==> src/array_list_engine_defines.svh <==
// Assertion shorthands, clocked on i_clk and quiet while i_rst_n is low.
`ifndef ARRAY_LIST_ENGINE_DEFINES_SVH
`define ARRAY_LIST_ENGINE_DEFINES_SVH

// Same-cycle implication.
`define ALE_ASSERT_NOW(lbl, ante, cons, msg) \
    lbl: assert property (@(posedge i_clk) disable iff (!i_rst_n) (ante) |-> (cons)) \
        else $error(msg);

// Next-cycle implication.
`define ALE_ASSERT_NEXT(lbl, ante, cons, msg) \
    lbl: assert property (@(posedge i_clk) disable iff (!i_rst_n) (ante) |=> (cons)) \
        else $error(msg);

`endif

==> src/ale_pkg.sv <==
package ale_pkg;

    localparam int KEY_W   = 16;
    localparam int SCORE_W = 10;
    localparam int CAP_W   = 5;
    localparam int POS_W   = 5;
    localparam int STAT_W  = 3;
    localparam int FIDX_W  = 4;
    localparam int CNTO_W  = 5;

    localparam logic [2:0] OP_INS_FRONT = 3'd0;
    localparam logic [2:0] OP_INS_BACK  = 3'd1;
    localparam logic [2:0] OP_INS_POS   = 3'd2;
    localparam logic [2:0] OP_DEL_FRONT = 3'd3;
    localparam logic [2:0] OP_DEL_BACK  = 3'd4;
    localparam logic [2:0] OP_RD_FRONT  = 3'd5;
    localparam logic [2:0] OP_SEARCH    = 3'd6;
    localparam logic [2:0] OP_CLEAR     = 3'd7;

    localparam logic [STAT_W-1:0] ST_OK       = 3'd0;
    localparam logic [STAT_W-1:0] ST_FULL     = 3'd1;
    localparam logic [STAT_W-1:0] ST_BADPOS   = 3'd2;
    localparam logic [STAT_W-1:0] ST_EMPTY    = 3'd3;
    localparam logic [STAT_W-1:0] ST_NOTFOUND = 3'd4;

    localparam logic [CAP_W-1:0] CAP_RESET = 5'd16;

    typedef struct packed {
        logic [KEY_W-1:0]   key;
        logic [SCORE_W-1:0] score;
    } t_rec;

    typedef enum logic [4:0] {
        S_IDLE = 5'b00001,
        S_SHR  = 5'b00010,
        S_SHL  = 5'b00100,
        S_SRCH = 5'b01000,
        S_RDF  = 5'b10000
    } t_state;

endpackage

==> src/ale_ram.sv <==
module ale_ram
    import ale_pkg::*;
#(
    parameter int DEPTH = 16,
    parameter int AW    = 4
) (
    input  logic          i_clk,
    input  logic          i_we,
    input  logic [AW-1:0] i_waddr,
    input  t_rec          i_wdata,
    input  logic          i_re,
    input  logic [AW-1:0] i_raddr,
    output t_rec          o_rdata
);

    t_rec r_mem [DEPTH];
    t_rec r_rdata;

    always_ff @(posedge i_clk) begin
        if (i_we) begin
            r_mem[i_waddr] <= i_wdata;
        end
    end

    always_ff @(posedge i_clk) begin
        if (i_re) begin
            r_rdata <= r_mem[i_raddr];
        end
    end

    assign o_rdata = r_rdata;

endmodule

==> src/array_list_engine.sv <==
// Ordered list of (key, score) records held in one record RAM.
// Command: pulse i_start with i_op and the operands while o_busy is low; the
// word is taken at that edge. Exactly one result word follows, shown for one
// cycle with o_done high; the receiver cannot hold it off.
// Configuration: i_cfg_we writes i_cfg_wdata to the capacity register; write
// only while no command is in flight.
// Work from accept to o_done, with n the entry count before the command:
//   rejected commands, delete back, clear: done without a RAM walk
//   insert at slot a (zero-based): entries a..n-1 shift up one per cycle
//   delete front: a lone entry goes at once, else the rest shift down
//   read front: reads entry 0; search: walks up to a match or the end
// Shifts and search walk the RAM one entry per cycle through its single read
// and single write port; a new command is taken in the cycle o_done is high.
// Reset empties the list and sets the capacity to 16; RAM contents are not
// cleared since only entries below the count are ever read.
`include "array_list_engine_defines.svh"

module array_list_engine
    import ale_pkg::*;
#(
    parameter int DEPTH = 16
) (
    input  logic               i_clk,
    input  logic               i_rst_n,
    input  logic               i_start,
    output logic               o_busy,
    input  logic [2:0]         i_op,
    input  logic [KEY_W-1:0]   i_roll_no,
    input  logic [SCORE_W-1:0] i_score,
    input  logic [POS_W-1:0]   i_position,
    input  logic [KEY_W-1:0]   i_search_key,
    input  logic               i_cfg_we,
    input  logic [CAP_W-1:0]   i_cfg_wdata,
    output logic               o_done,
    output logic [STAT_W-1:0]  o_status,
    output logic [FIDX_W-1:0]  o_found_index,
    output logic [KEY_W-1:0]   o_found_roll_no,
    output logic [SCORE_W-1:0] o_found_score,
    output logic [CNTO_W-1:0]  o_entry_count,
    output logic               o_is_full,
    output logic               o_is_empty
);

    localparam int AW = (DEPTH > 1) ? $clog2(DEPTH) : 1;
    localparam int CW = $clog2(DEPTH + 1);
    localparam int KW = (CW > CAP_W) ? CW : CAP_W;
    localparam int PW = KW + 1;

    t_state              r_state, n_state;
    logic [CW-1:0]       r_count, n_count;
    logic [CAP_W-1:0]    r_cap;
    logic [AW-1:0]       r_idx, n_idx;
    logic [AW-1:0]       r_at, n_at;
    t_rec                r_rec, n_rec;
    logic [KEY_W-1:0]    r_skey, n_skey;
    logic                r_done, n_done;
    logic [STAT_W-1:0]   r_status, n_status;
    logic [FIDX_W-1:0]   r_fidx, n_fidx;
    logic [KEY_W-1:0]    r_froll, n_froll;
    logic [SCORE_W-1:0]  r_fscore, n_fscore;

    logic                ram_we, ram_re;
    logic [AW-1:0]       ram_waddr, ram_raddr;
    t_rec                ram_wdata, ram_rdata;

    logic [KW-1:0]       eff_cap;
    logic                full, empty, bad_pos, accept;
    logic [AW-1:0]       ins_at;

    ale_ram #(
        .DEPTH (DEPTH),
        .AW    (AW)
    ) u_ram (
        .i_clk   (i_clk),
        .i_we    (ram_we),
        .i_waddr (ram_waddr),
        .i_wdata (ram_wdata),
        .i_re    (ram_re),
        .i_raddr (ram_raddr),
        .o_rdata (ram_rdata)
    );

    assign eff_cap = (KW'(r_cap) < KW'(DEPTH)) ? KW'(r_cap) : KW'(DEPTH);
    assign full    = KW'(r_count) >= eff_cap;
    assign empty   = (r_count == '0);
    assign bad_pos = (i_position == '0) || (PW'(i_position) > PW'(r_count) + PW'(1));
    assign accept  = i_start && (r_state == S_IDLE);

    always_comb begin
        case (i_op)
            OP_INS_FRONT: ins_at = '0;
            OP_INS_BACK:  ins_at = AW'(r_count);
            default:      ins_at = AW'(i_position - POS_W'(1));
        endcase
    end

    always_comb begin
        n_state   = r_state;
        n_count   = r_count;
        n_idx     = r_idx;
        n_at      = r_at;
        n_rec     = r_rec;
        n_skey    = r_skey;
        n_done    = 1'b0;
        n_status  = r_status;
        n_fidx    = r_fidx;
        n_froll   = r_froll;
        n_fscore  = r_fscore;
        ram_we    = 1'b0;
        ram_waddr = r_idx;
        ram_wdata = ram_rdata;
        ram_re    = 1'b0;
        ram_raddr = '0;

        case (r_state)
            S_IDLE: begin
                if (accept) begin
                    n_rec    = '{key: i_roll_no, score: i_score};
                    n_skey   = i_search_key;
                    n_status = ST_OK;
                    n_fidx   = '0;
                    n_froll  = '0;
                    n_fscore = '0;
                    case (i_op)
                        OP_INS_FRONT, OP_INS_BACK, OP_INS_POS: begin
                            if (full) begin
                                n_status = ST_FULL;
                                n_done   = 1'b1;
                            end else if (i_op == OP_INS_POS && bad_pos) begin
                                n_status = ST_BADPOS;
                                n_done   = 1'b1;
                            end else begin
                                n_at    = ins_at;
                                n_idx   = AW'(r_count);
                                n_state = S_SHR;
                                // fetch the last entry unless appending
                                if (CW'(ins_at) != r_count) begin
                                    ram_re    = 1'b1;
                                    ram_raddr = AW'(r_count - CW'(1));
                                end
                            end
                        end
                        OP_DEL_FRONT: begin
                            if (empty) begin
                                n_status = ST_EMPTY;
                                n_done   = 1'b1;
                            end else if (r_count == CW'(1)) begin
                                n_count = '0;
                                n_done  = 1'b1;
                            end else begin
                                ram_re    = 1'b1;
                                ram_raddr = AW'(1);
                                n_idx     = '0;
                                n_state   = S_SHL;
                            end
                        end
                        OP_DEL_BACK: begin
                            if (empty) begin
                                n_status = ST_EMPTY;
                            end else begin
                                n_count = r_count - CW'(1);
                            end
                            n_done = 1'b1;
                        end
                        OP_RD_FRONT, OP_SEARCH: begin
                            if (empty) begin
                                n_status = ST_EMPTY;
                                n_done   = 1'b1;
                            end else begin
                                ram_re    = 1'b1;
                                ram_raddr = '0;
                                n_idx     = '0;
                                n_state   = (i_op == OP_SEARCH) ? S_SRCH : S_RDF;
                            end
                        end
                        default: begin
                            n_count = '0;
                            n_done  = 1'b1;
                        end
                    endcase
                end
            end
            S_SHR: begin
                ram_we = 1'b1;
                if (r_idx == r_at) begin
                    // slot is open: drop the new record in
                    ram_waddr = r_at;
                    ram_wdata = r_rec;
                    n_count   = r_count + CW'(1);
                    n_done    = 1'b1;
                    n_state   = S_IDLE;
                end else begin
                    ram_waddr = r_idx;
                    if (CW'(r_idx) > CW'(r_at) + CW'(1)) begin
                        ram_re    = 1'b1;
                        ram_raddr = r_idx - AW'(2);
                    end
                    n_idx = r_idx - AW'(1);
                end
            end
            S_SHL: begin
                ram_we    = 1'b1;
                ram_waddr = r_idx;
                if (CW'(r_idx) + CW'(2) == r_count) begin
                    n_count = r_count - CW'(1);
                    n_done  = 1'b1;
                    n_state = S_IDLE;
                end else begin
                    ram_re    = 1'b1;
                    ram_raddr = r_idx + AW'(2);
                    n_idx     = r_idx + AW'(1);
                end
            end
            S_SRCH: begin
                if (ram_rdata.key == r_skey) begin
                    n_status = ST_OK;
                    n_fidx   = FIDX_W'(r_idx);
                    n_froll  = ram_rdata.key;
                    n_fscore = ram_rdata.score;
                    n_done   = 1'b1;
                    n_state  = S_IDLE;
                end else if (CW'(r_idx) + CW'(1) == r_count) begin
                    n_status = ST_NOTFOUND;
                    n_done   = 1'b1;
                    n_state  = S_IDLE;
                end else begin
                    ram_re    = 1'b1;
                    ram_raddr = r_idx + AW'(1);
                    n_idx     = r_idx + AW'(1);
                end
            end
            S_RDF: begin
                n_froll  = ram_rdata.key;
                n_fscore = ram_rdata.score;
                n_done   = 1'b1;
                n_state  = S_IDLE;
            end
            default: begin
                n_state = S_IDLE;
            end
        endcase
    end

    always_ff @(posedge i_clk) begin
        if (!i_rst_n) begin
            r_state <= S_IDLE;
            r_count <= '0;
            r_cap   <= CAP_RESET;
            r_done  <= 1'b0;
        end else begin
            r_state <= n_state;
            r_count <= n_count;
            r_done  <= n_done;
            if (i_cfg_we) begin
                r_cap <= i_cfg_wdata;
            end
        end
    end

    always_ff @(posedge i_clk) begin
        r_idx    <= n_idx;
        r_at     <= n_at;
        r_rec    <= n_rec;
        r_skey   <= n_skey;
        r_status <= n_status;
        r_fidx   <= n_fidx;
        r_froll  <= n_froll;
        r_fscore <= n_fscore;
    end

    assign o_busy          = (r_state != S_IDLE);
    assign o_done          = r_done;
    assign o_status        = r_status;
    assign o_found_index   = r_fidx;
    assign o_found_roll_no = r_froll;
    assign o_found_score   = r_fscore;
    assign o_entry_count   = CNTO_W'(r_count);
    assign o_is_full       = full;
    assign o_is_empty      = empty;

    `ALE_ASSERT_NOW(a_done_idle, r_done, r_state == S_IDLE, "result word while still walking")
    `ALE_ASSERT_NOW(a_count_range, 1'b1, r_count <= CW'(DEPTH), "entry count beyond depth")
    `ALE_ASSERT_NOW(a_shr_bound, r_state == S_SHR, r_idx >= r_at, "shift ran past insert slot")
    `ALE_ASSERT_NOW(a_count_on_done, !$stable(r_count), r_done, "count moved without a result")
    `ALE_ASSERT_NOW(a_walk_no_cmd, r_state != S_IDLE, !(accept), "command taken while busy")

endmodule
==> config.mk <==
export PLATFORM = sky130hd
export DESIGN_NAME = array_list_engine
export DESIGN_NICKNAME = d
export VERILOG_FILES = /design/src/ale_pkg.sv /design/src/ale_ram.sv /design/src/array_list_engine.sv
export VERILOG_INCLUDE_DIRS = /design/src /design/src/src
export SDC_FILE = /design/constraint.sdc
export NUM_CORES = 1
export LEC_CHECK = 0
export BUFFER_PORTS_ARGS = -buffer_cell sky130_fd_sc_hd__buf_4
export CAP_MARGIN = 10
export CORE_ASPECT_RATIO = 0.8
export CORE_UTILIZATION = 25
export CTS_BUF_LIST = sky130_fd_sc_hd__clkbuf_4
export DETAILED_ROUTE_END_ITERATION = 8
export HOLD_SLACK_MARGIN = 0.1
export SYNTH_ARGS = -nofsm -noshare
export SYNTH_HDL_FRONTEND = slang
export SYNTH_SLANG_ARGS = --single-unit
==> constraint.sdc <==
create_clock -name i_clk -period 9.3 [get_ports i_clk]
set_clock_uncertainty 0.05 [all_clocks]
set_input_delay 0.465 -clock i_clk [delete_from_list [all_inputs] [get_ports i_clk]]
set_output_delay 0.465 -clock i_clk [all_outputs]
set_load 0.05 [all_outputs]
# After elaboration in Yosys (flattened, before gate mapping)
# Memories as Yosys holds them, arrays and structs flattened. A register that Yosys moved wholly into a read port is not among the register bits.
# Cells that the tools add are included.
[classes]
n_addsub = 11
n_lt_le_gt_ge = 4
n_eq_ne = 36
mux = 98
bitwise = 2
n_reduce_logical = 23
[ops]
columns = ["op", "n"]
rows = [
  ["$mux W4", 23],
  ["$mux W5", 18],
  ["$mux W26", 2],
  ["$pmux W16 S3", 1],
  ["$pmux W5 S3", 3],
  ["$mux W16", 2],
  ["$pmux W4 S4", 2],
  ["$pmux W10 S3", 1],
  ["$mux W1", 27],
  ["$ne A3 B3 Y1 const B", 8],
  ["$pmux W4 S2", 3],
  ["$mux W10", 2],
  ["$pmux W5 S4", 1],
  ["$ne A2 B2 Y1 const B", 9],
  ["$eq A16 B16 Y1", 1],
  ["$pmux W4 S3", 1],
  ["$reduce_and A12 Y1", 1],
  ["$add A4 B1 Y5 const B", 2],
  ["$eq A5 B1 Y1 const B", 2],
  ["$eq A5 B5 Y1", 2],
  ["$logic_not A5 Y1", 2],
  ["$reduce_and A10 Y1", 1],
  ["$eq A3 B3 Y1 const B", 3],
  ["$mux W3", 3],
  ["43 further kinds", 54],
]
[totals]
regBits = 99
mem_bits_rw = 416
inputBits = 59
memories = 1
[mem_list]
columns = ["name", "depth", "width", "rd", "rd_clocked_by_memory_dff", "write_ports", "line_no", "rtl"]
rows = [
  ["u_ram.r_mem", 16, 26, 1, 1, 1, "ale_ram.sv:16", "t_rec r_mem [DEPTH];"],
]

# Depth between registers and ports, before layout
[depth]
ltp_word = 9
depth_mapped = 17

# Modules after synthesis
# From an unflattened synthesis, not the netlist that was laid out.
[unflattened]
hier_cells = 1197
hier_area_um2 = 22291.4
[by_module_without_submodules]
columns = ["module", "n_inst", "cells_each", "area_each_um2"]
rows = [
  ["ale_ram", 1, 686, 16637.2],
  ["array_list_engine", 1, 511, 5654.2],
]

# Least setup slack after synthesis
# OpenSTA, ideal clock, no wires.
[synth_timing]
path_kind = "reg-to-reg"
from = "register r_idx[0]"
to = "memory u_ram.r_mem[13][0] (netlist bit) (enable)"
arrival_time_ps = 4076
t_required_ps = 8775
slack_ps = 4699
stages_incl_launch_ff = 8
n_path_buf = 0
period_less_slack_ps = 4601
path_cell_list = "edfxtp_1 inv_1 ha_1 nor4_1 nand2_1 nor2_1 a21oi_1 nor4_1"
[synth_via]
elab_chain_len = 3
[synth_lines]
columns = ["element", "line_no", "rtl"]
rows = [
  ["start: declaration", "array_list_engine.sv:52", "logic [AW-1:0] r_idx, n_idx;"],
  ["start signal: assignment", "array_list_engine.sv:261", "r_idx <= n_idx;"],
  ["$eq A4 B4 Y1", "array_list_engine.sv:185", "if (r_idx == r_at) begin"],
  ["$mux W4", "array_list_engine.sv:185", ""],
  ["$mux W4 *", "array_list_engine.sv:115", "case (r_state)"],
  ["end: declaration", "ale_ram.sv:16", ""],
]
# Every way passes the cells marked *; elsewhere a longest branch is shown, timed or not.

# Worst setup path after layout
[layout_timing]
from = "register r_idx[1]"
to = "register u_ram.o_rdata[23] (netlist name)"
[layout_via]
elab_chain_len = 5
[layout_lines]
columns = ["element", "line_no", "rtl"]
rows = [
  ["$add A4 B1 Y5", "array_list_engine.sv:222", "end else if (CW'(r_idx) + CW'(1) == r_count) begin"],
  ["$eq A5 B5 Y1", "array_list_engine.sv:222", ""],
  ["$mux W4 / $mux W1 (equally long branches)", "array_list_engine.sv:222", ""],
  ["$mux W4 / $mux W1 (equally long branches)", "array_list_engine.sv:215", "if (ram_rdata.key == r_skey) begin"],
  ["$pmux W4 S4 / $pmux W1 S4 (equally long branches)", "array_list_engine.sv:115", ""],
]
# Several ways; a longest one is shown, not always the timed one.
# A chain may end at the register's enable or synchronous reset.

==> impl_metrics.py <==
metrics = {
    "routing": {
        "route.final.wire_length_mm": 57.1,
        "dr.pass1.iters": 5,
        "post_drt_via_cell_ratio": 4.49,
        "via_count": 13000,
        "remaining_drc_errors": 0,
        "postRouteAntennaNets": 0,
        "dr.first_iter.drc_count": 1026,
        "route.detailed.wl_per_inst_um": 19.7,
    },
    "cts": {
        "cts_buffers": 140,
        "clock_sink_count": 541,
        "cts_max_level": 4,
        "clk_lat_worst_skew_ps": 940,
        "cts_tree": "yes",
        "cts_root_buffer": "sky130_fd_sc_hd__clkbuf_4",
        "postCtsResizedCells": 0,
        "register_clock_pin_slew_on_the_reported_worst_setup_and_hold_paths_ps": 60,
        "cts-root-to-sink-buffers": 3,
    },
    "place": {
        "count_of_port_buffers_added_during_placement": 100,
        "post_placement_worst_setup_slack_ps": 3530,
        "weighted_congestion_reported_at_the_end_of_routability_driven_placement": 0.844,
        "placed_area_um2": 24300,
        "detailedPlacementHpwl_mm": 30.6,
    },
    "critical_path": {
        "crit_path_max_fanout": 120,
        "critical_path_class": "flip-flop to flip-flop",
        "slowest_delay_ps": 740,
        "crit_required_ps": 9880,
        "critPathSlowestCell": "sky130_fd_sc_hd__edfxtp_1",
        "setup.worst_path.end_class": "flip-flop",
        "start_kind": "flip-flop",
        "worst-endpoint-arrival_ps": 6480,
        "crit_path_cell_trace": "inv_1 -> ha_1 -> xor2_1 -> nor3_1 -> a31oi_1 -> a21oi_1 -> a21boi_0 -> a311oi_4 -> buf_4 -> buf_12 -> mux2i_1 -> o22ai_1 -> or4_1",
    },
    "floorplan": {
        "die_h_um": 268,
        "rows": 97,
        "top_level_ports": 101,
        "fp.dieArea_um2": 89500,
        "die_x_um": 334,
        "placeableCoreArea_um2": 87500,
        "start_util_pct": 25.2,
    },
    "min_path": {
        "hold_path_class": "input pin to flip-flop",
    },
    "sta": {
        "fin_setup_tns_ps": 0,
        "post-route-min-period_ps": 5900,
        "min_period_over_period_pct": 63.4,
        "achievable-frequency_mhz": 170,
        "tightestPinTransition_ps": 1040,
        "relSlewSlack_pct": 30.4,
        "slew_viol_final": 0,
        "report.final.hold_viol_count": 0,
        "grt_setup_unrepaired": "no",
        "fin_ws_ps": 3400,
        "finalSetupViolCount": 0,
    },
    "power": {
        "ir_drop_mv": 0.0905,
        "power.total_mw": 5.20,
        "power.leakage_nw": 9.80,
        "power_density_of_the_placed_cells_nw_per_um2": 194,
    },
    "yosys": {
        "yosys.area.top_type_share_pct": 71.4,
        "synthesis.nets": 1427,
        "synth.largest_area_cell": "sky130_fd_sc_hd__edfxtp_1",
        "syn-cell-area_um2": 22100,
        "synth_area_per_cell_um2": 16.4,
        "synth.most_common_cell": "sky130_fd_sc_hd__edfxtp_1",
        "synth.distinct_cells": 64,
        "post_synthesis_async_set_or_reset_flop_share_pct": 0,
        "synth_instances": 1343,
        "synth-seq-area-share_pct": 72.9,
        "synth_top_flop_cell": "sky130_fd_sc_hd__edfxtp_1",
        "synth.yosys.warnings": 0,
        "ys_top_cells_by_area": "sky130_fd_sc_hd__edfxtp_1 71%, sky130_fd_sc_hd__mux2i_1 9.7%, sky130_fd_sc_hd__o22ai_1 3.1%, sky130_fd_sc_hd__dfxtp_1 1.5%, sky130_fd_sc_hd__ha_1 1.4%",
        "netlist_top_cells_count": "525 x sky130_fd_sc_hd__edfxtp_1, 214 x sky130_fd_sc_hd__mux2i_1, 109 x sky130_fd_sc_hd__o22ai_1",
        "postSynthRegisterBits": 541,
        "synth_enable_flop_cells": 525,
    },
    "layout": {
        "fill_cells": 8616,
        "areaGrowthSynthToFinish_pct": 21.4,
        "num-nets-final": 1708,
        "finalInstanceArea_um2": 26800,
        "multi_input_gate_area_in_the_final_layout_um2": 5720,
        "drive_above_1_share_pct": 23.7,
        "register_area_um2": 16100,
    },
    "grt": {
        "grt_start_max_net_pins": 121,
        "grt_pass1_wl_mm": 83.5,
        "grt_antenna_before_repair": 6,
        "globalRouteOverflowTotal": 0,
        "via_count_of_the_first_global_routing_pass": 13200,
        "grt_use_total_pct": 12.7,
    },
    "run_status": {
        "outcome": "finished clean",
    },
    "run": {
        "max_cap_viol_count": 0,
    },
}
-- placed cells by master (no fill, tap or decap), types with 14 or more instances in the layout --
| cell type | netlist | final |
|---|---|---|
| sky130_fd_sc_hd__edfxtp_1 | 525 | 525 |
| sky130_fd_sc_hd__nand3_1 | 17 | 14 |
| sky130_fd_sc_hd__nor2b_1 | 36 | 36 |
| sky130_fd_sc_hd__ha_1 | 25 | 25 |
| sky130_fd_sc_hd__nor3_1 | 20 | 14 |
| sky130_fd_sc_hd__nand2_1 | 39 | 38 |
| sky130_fd_sc_hd__o22ai_1 | 109 | 109 |
| sky130_fd_sc_hd__a21oi_1 | 23 | 22 |
| sky130_fd_sc_hd__or4_1 | 26 | 26 |
| sky130_fd_sc_hd__clkinv_1 | 0 | 22 |
| sky130_fd_sc_hd__mux2_2 | 26 | 26 |
| sky130_fd_sc_hd__nor2_1 | 35 | 25 |
| sky130_fd_sc_hd__buf_4 | 12 | 127 |
| sky130_fd_sc_hd__dfxtp_1 | 16 | 16 |
| sky130_fd_sc_hd__inv_1 | 18 | 17 |
| sky130_fd_sc_hd__mux2i_1 | 214 | 214 |
| sky130_fd_sc_hd__dlygate4sd3_1 | 0 | 78 |
| sky130_fd_sc_hd__xnor2_1 | 27 | 27 |
| sky130_fd_sc_hd__xor2_1 | 14 | 14 |
| sky130_fd_sc_hd__clkbuf_4 | 0 | 194 |
-- registers in the layout, indices dropped and copies added, names as in the netlist --
signal,flops
r_state,5
u_ram.r_mem,416
o_found_roll_no,16
o_found_index,4
r_idx,4
r_at,4
o_entry_count,5
o_status,3
r_rec,26
r_skey,16
o_found_score,10
u_ram.o_rdata,26
o_done,1
r_cap,5
-- worst max-delay path, delay by kind of cell, from the launching register on --
family | cells | cell delay [ps]
AOI/OAI and AO/OA | 5 | 1240
xor gates and xnor gates | 1 | 160
adders and majority gates | 1 | 420
buffers and inverters | 3 | 1560
DFF | 1 | 740
muxes | 1 | 280
and+or+nand+nor | 2 | 900
-- power breakdown --
part	switching [mW]	total, mW	internal (mW)
Combinational	0.284	0.467	0.183
Sequential	0.0325	2.77	2.74
Clock	0.941	1.96	1.01
-- metrics by stage --
stage / instances / hold slack [ps] / util [%]
2_1_floorplan: 1343 / 424 / -
3_3_place_gp: 2592 / 461 / 27.8
3_5_place_dp: 2592 / 482 / 27.8
4_1_cts: 2903 / 102 / 30.6
5_1_grt: 2904 / 135 / 30.6
6_report: 2904 / 228 / 30.6
-- per-layer routing --
metal | track usage, % | up-vias | wire (um)
met5 | 0 | - | 17
li1 | - | 5956 | -
met4 | 4.23 | 2 | 854
met1 | 16.5 | 6551 | 25100
met3 | 3.40 | 67 | 3840
met2 | 20.5 | 462 | 27300
-- area by class of cell --
type                       count  share of cell area (%)
clock buffer                 194                    5.43
clock inverter                39                   0.822
sequential                   541                    60.0
antenna                        1                 0.00934
timing repair buffer         206                    6.55
multi-input combinational    716                    21.4
inverter                      19                   0.266
tap                         1188                    5.55
-- cell families after synthesis --
family,share of synthesized area [%]
xor+xnor,1.63
fa+ha+maj,1.42
flops,72.9
mux,11.0
compound gates,5.82
simple gates,5.36
buf+inv,1.86
-- timing repair --
action	CTS	global route
hold buffers	78	0
setup buffers	0	0
hold endpoints to repair	68	0
-- final timing paths --
| kind | cells past startpoint | to | start | slack, ps |
|---|---|---|---|---|
| setup reg to reg | 13 | u_ram.o_rdata[23] | r_idx[1] | 3400 |
| hold / removal | 2 | r_skey[10] | i_search_key[10] | 230 |
| setup / recovery | 13 | u_ram.o_rdata[23] | r_idx[1] | 3400 |
| hold reg to reg | 1 | o_found_score[9] | u_ram.o_rdata[9] | 530 |
Power figures use the tool's default switching activity.
